$ cat config.mk
export PLATFORM = sky130hd
export DESIGN_NAME = csimp_ctrl
export DESIGN_NICKNAME = d
export VERILOG_FILES = /design/src/design/csimp_pkg.sv /design/src/design/csimp_ctrl.sv
export SDC_FILE = /design/constraint.sdc
export NUM_CORES = 1
export LEC_CHECK = 0
export BUFFER_PORTS_ARGS = -buffer_cell sky130_fd_sc_hd__buf_4
export CAP_MARGIN = 20
export CORE_AREA = 2 2 39 41
export DETAILED_ROUTE_END_ITERATION = 10
export DIE_AREA = 0 0 41 43
export GPL_TIMING_DRIVEN = 0
export PLACE_DENSITY = 0.47
export SYNTH_ARGS = -nofsm -noshare
export SYNTH_HDL_FRONTEND = slang
export SYNTH_SLANG_ARGS = --single-unit
$ cat constraint.sdc
create_clock -name clk_i -period 1.2 [get_ports clk_i]
set_input_delay 0 -clock clk_i [delete_from_list [all_inputs] [get_ports clk_i]]
set_output_delay 0 -clock clk_i [all_outputs]
set_load 0.02 [all_outputs]
$ cat src/design/csimp_pkg.sv
package csimp_pkg;

  localparam int unsigned MantW   = 64;
  localparam int unsigned PlacesW = 5;
  localparam int unsigned UnitW   = 4;
  localparam logic [4:0]  Pow10Max = 5'd19;
  localparam logic [4:0]  MaxSig   = 5'd4;
  localparam logic [4:0]  UnitMax  = 5'd8;

  typedef struct packed {
    logic [MantW-1:0]   mantissa_in;
    logic [PlacesW-1:0] places_in;
    logic [UnitW-1:0]   unit_in;
  } in_word_t;

  typedef struct packed {
    logic [MantW-1:0]   mantissa_out;
    logic [PlacesW-1:0] places_out;
    logic [UnitW-1:0]   unit_out;
    logic               unit_overflow;
  } out_word_t;

  typedef enum logic [2:0] {
    StIdle, StUnit, StDigits, StDivInit, StDiv, StRound, StFin, StDone
  } state_e;

  typedef struct packed {
    logic load;
    logic unit_step;
    logic dig_step;
    logic div_init;
    logic div_step;
    logic round;
    logic finish;
  } cmd_t;

  typedef struct packed {
    logic unit_more;
    logic dig_more;
    logic rnd_need;
    logic div_last;
  } status_t;

  // powers of ten that fit in 64 bits; zero past the table
  function automatic logic [63:0] pow10(input logic [4:0] n);
    logic [63:0] p;
    unique case (n)
      5'd0:  p = 64'd1;
      5'd1:  p = 64'd10;
      5'd2:  p = 64'd100;
      5'd3:  p = 64'd1000;
      5'd4:  p = 64'd10000;
      5'd5:  p = 64'd100000;
      5'd6:  p = 64'd1000000;
      5'd7:  p = 64'd10000000;
      5'd8:  p = 64'd100000000;
      5'd9:  p = 64'd1000000000;
      5'd10: p = 64'd10000000000;
      5'd11: p = 64'd100000000000;
      5'd12: p = 64'd1000000000000;
      5'd13: p = 64'd10000000000000;
      5'd14: p = 64'd100000000000000;
      5'd15: p = 64'd1000000000000000;
      5'd16: p = 64'd10000000000000000;
      5'd17: p = 64'd100000000000000000;
      5'd18: p = 64'd1000000000000000000;
      5'd19: p = 64'd10000000000000000000;
      default: p = 64'd0;
    endcase
    return p;
  endfunction

endpackage

$ cat src/design/csimp_ctrl.sv
module csimp_ctrl (
  input  logic               clk_i,
  input  logic               rst_ni,
  input  logic               in_valid_i,
  input  logic               out_stall_i,
  input  csimp_pkg::status_t status_i,
  output csimp_pkg::cmd_t    cmd_o,
  output logic               in_stall_o,
  output logic               out_valid_o
);

  csimp_pkg::state_e state_q, state_d;

  // state register
  always_ff @(posedge clk_i or negedge rst_ni) begin
    if (!rst_ni) begin
      state_q <= csimp_pkg::StIdle;
    end else begin
      state_q <= state_d;
    end
  end

  // next state
  always_comb begin
    state_d = state_q;
    unique case (state_q)
      csimp_pkg::StIdle:    if (in_valid_i) state_d = csimp_pkg::StUnit;
      csimp_pkg::StUnit:    if (!status_i.unit_more) state_d = csimp_pkg::StDigits;
      csimp_pkg::StDigits: begin
        if (!status_i.dig_more) begin
          state_d = status_i.rnd_need ? csimp_pkg::StDivInit : csimp_pkg::StFin;
        end
      end
      csimp_pkg::StDivInit: state_d = csimp_pkg::StDiv;
      csimp_pkg::StDiv:     if (status_i.div_last) state_d = csimp_pkg::StRound;
      csimp_pkg::StRound:   state_d = csimp_pkg::StFin;
      csimp_pkg::StFin:     state_d = csimp_pkg::StDone;
      csimp_pkg::StDone:    if (!out_stall_i) state_d = csimp_pkg::StIdle;
      default:              state_d = csimp_pkg::StIdle;
    endcase
  end

  // commands
  always_comb begin
    cmd_o           = '0;
    cmd_o.load      = (state_q == csimp_pkg::StIdle) && in_valid_i;
    cmd_o.unit_step = (state_q == csimp_pkg::StUnit) && status_i.unit_more;
    cmd_o.dig_step  = (state_q == csimp_pkg::StDigits) && status_i.dig_more;
    cmd_o.div_init  = (state_q == csimp_pkg::StDivInit);
    cmd_o.div_step  = (state_q == csimp_pkg::StDiv);
    cmd_o.round     = (state_q == csimp_pkg::StRound);
    cmd_o.finish    = (state_q == csimp_pkg::StFin);
    in_stall_o      = (state_q != csimp_pkg::StIdle);
    out_valid_o     = (state_q == csimp_pkg::StDone);
  end

endmodule

==> impl_summary.log <==
[metrics] detail-routed via count per cell: 4.23
[metrics] via count: 317
[metrics] final worst-path cycle share: 113%
[metrics] overall routed net length: 822 um
[metrics] chip width: 41 um
[metrics] worst ir drop on vdd: 0.910 mV
[metrics] critical path data arrival time: 1.35 ns
[metrics] antenna violations before repair: 0
[metrics] routed wire length per instance: around 11 um
[metrics] RSZ-0062 raised after global routing: yes
[metrics] cell with the biggest individual delay on the critical path: dfrtp_1
[metrics] Worst-Skew Late Latency: between 0.2 and 0.25 ns
[metrics] CP startpoint kind: flop
[metrics] Critical Path End Type: output port
[metrics] boundary pin count: 17
[metrics] critical path start-end classification: reg2out
[metrics] syn_nets: 39
[metrics] Reg with most FFs: state_q
[metrics] capturing element of the worst setup path: cmd_o[6]
[metrics] all-layer global routing usage: approximately 11%
[metrics] largest fanout on the critical path: 3
[metrics] post-route minimum period: between 1 and 1.5 ns
[metrics] number of buffers created by CTS: 3
[metrics] worst-case clock buffer depth: 2
[metrics] number of DRC violations after detailed-routing iteration 0: 2
[metrics] Antenna diodes: 0
[metrics] total setup violations reported at the end of the flow: 8
[metrics] dpl ws: 0.0836 ns
[metrics] fraction of layout instances using a drive strength above 1: around 70%
[metrics] via count of the first global-routing pass: 309
[metrics] largest registers: state_q: 3 flops
[metrics] launch point of the critical path: state_q[1]
[metrics] achievable frequency: ~0.74 GHz
[metrics] Static Leakage: about 0.27 nW
[metrics] worst reg2reg path depth: 6
[metrics] power density of the placed cells: 2510 nW/um^2
[metrics] Starting Density: between 20% and 30%
[metrics] flip-flop and latch count after synthesis: 3
[metrics] number of endpoints with negative hold slack in the final report: 0
[metrics] clock transition at the registers of the reported paths: 0.04 ns
[metrics] final worst hold slack: 0.0234 ns
[metrics] detailed-route DRC error count: 0
[metrics] global placement routability congestion: 0.677
[metrics] violated checks: setup timing
[metrics] count of fill cells added during filler insertion: 147
[metrics] run status: finished with violations
[metrics] startpoint of the worst-slack reg-to-reg timing path: state_q[0]
[metrics] global-route wire length before repair: approximately 1300 um
[metrics] relative area change from synthesis to final layout: 109%
[metrics] Port Buf Inserts: 16
[metrics] register area share after synthesis: 26.9%
[metrics] clock tree root driver cell: clkbuf_4
[metrics] slew at the pin closest to its max-slew limit: between 0.2 and 0.25 ns
[metrics] most frequent CP cell: buf_6
[metrics] count of non-filler cells in the finished layout: between 70 and 80
[metrics] Worst Setup Slack, final: -0.151 ns
[metrics] worst reg2reg endpoint: state_q[2]
[metrics] Num Clock Sinks: 3
[metrics] placed insts: 63
[metrics] beginning of the worst hold path: out_stall_i
[metrics] number of warnings issued by yosys: 0
[metrics] type of the worst min-delay path: in2reg
[metrics] post-synthesis instance area: 279 um^2
[metrics] biggest cell delay along the critical path: 0.40 ns
[metrics] register-to-register path setup slack: 0 ns
[metrics] final net count: 68
[metrics] leading cell type in the layout, fill and taps excluded: buf_4
[metrics] critical path cell sequence: buf_6, or3_4, nor2_4, buf_6
[metrics] number of standard-cell rows in the floorplan: 14
[metrics] Max-Slew Margin vs Limit: between 80% and 90%
[metrics] gr ovfl total: 0
[metrics] largest net degree at the start of global routing: 11
[metrics] count of cell types in the netlist: 19
[metrics] die footprint: 1760 um^2
[metrics] synthesized instance count: 31
[metrics] Final HPWL DP: 493 um
[metrics] total count of max-transition violations in the final report: 0
[metrics] clock tree skew after final layout: 0.00161 ns
[metrics] first-pass iteration count of the detailed router: 2
[metrics] total negative slack for setup checks: -0.661 ns
[metrics] most used cells in the layout excluding fill and tap cells: buf_4 (13), buf_6 (12)
[metrics] count of H-tree levels built during CTS: 1
[metrics] height of the die: 43 um
[metrics] post-layout power: roughly 1.5 mW
[metrics] total core area: 1380 um^2
[metrics] average instance area after synthesis: 9.00 um^2
[metrics] CTS tree: built
[metrics] number of max-capacitance violations reported: 0
[metrics] flip-flop count of the largest register, all copies and words added: 3
[metrics] worst path required time: 1.20 ns
[metrics] antenna-violating nets left: 0
-- area by class of cell --
type                       instances  area, um^2  share of cell area, %
multi-input combinational         23         195                   33.5
sequential                         3        75.1                   12.9
buffer                             3        33.8                   5.81
tap                               16        20.0                   3.44
timing repair buffer              24         224                   38.5
clock buffer                       4        26.3                   4.52
inverter                           2        7.51                   1.29
-- cell usage after synthesis --
cell / n / area (um^2)
nor2_1: 2 / 7.51
nor2b_1: 3 / 18.8
and2_1: 1 / 6.26
a21oi_1: 4 / 20.0
nor4bb_1: 1 / 10.0
o21bai_1: 1 / 7.51
nand2_1: 1 / 3.75
buf_6: 3 / 33.8
and4bb_2: 1 / 12.5
nor3b_1: 1 / 7.51
or3_4: 1 / 11.3
a2bb2oi_1: 1 / 8.76
o31ai_1: 1 / 7.51
and3b_2: 2 / 20.0
nor2_2: 1 / 6.26
dfrtp_1: 3 / 75.1
and3_2: 1 / 7.51
a211oi_1: 1 / 7.51
inv_1: 2 / 7.51
-- per-stage QoR --
| stage | area [um^2] | util (%) |
|---|---|---|
| after detailed placement | 425 | 30.7 |
| final | 582 | 42.0 |
| after floorplan | 285 | - |
| after CTS | 522 | 37.7 |
| after global placement | 425 | 30.7 |
| after global routing | 582 | 42.0 |
-- worst min-delay path by stage --
stage                 end  slack [ns]  cells past startpoint
5_1_grt        state_q[0]        0.02                      3
3_3_place_gp   state_q[0]       -0.21                      1
3_5_place_dp   state_q[0]       -0.21                      1
4_1_cts        state_q[2]        0.03                      3
2_1_floorplan  state_q[0]       -0.30                      0
6_report       state_q[0]        0.02                      3
-- worst max-delay path: cells and delay by family, from the launching register on --
kind | cells | cell delay, ns
and+or+nand+nor | 2 | 0.47
DFF | 1 | 0.40
buffers and inverters | 2 | 0.25
-- cell families after synthesis --
kind of cell           count (synthesis)  synth area share, %
flip-flops                             3                 26.9
AO/OA/AOI/OAI                          8                 18.4
AND/OR/NAND/NOR                       15                 39.9
buffers and inverters                  5                 14.8
-- where the power goes --
| part | switching (mW) | leakage (nW) | internal (mW) |
|---|---|---|---|
| Combinational | 0.470 | 0.225 | 0.624 |
| Clock | 0.0475 | 0.0150 | 0.124 |
| Sequential | 0.0415 | 0.0329 | 0.151 |
-- layer usage --
metal	up-vias	GRT usage [%]	share of wire (%)	wire, um
met5	-	0	0	0
met4	0	6.00	0	0
met3	0	3.14	4.5	37
met2	11	15.6	49	399
met1	141	14.6	47	385
li1	165	-	-	-
-- repair_timing --
action	4_1_cts	5_1_grt
hold buffers	1	0
setup endpoints to repair	3	9
hold endpoints to repair	3	0
gates resized for setup	8	10
buffers inserted	4	3
pin swaps	3	5
gates cloned	0	0
No activity file was read; power rests on OpenSTA's default activity.
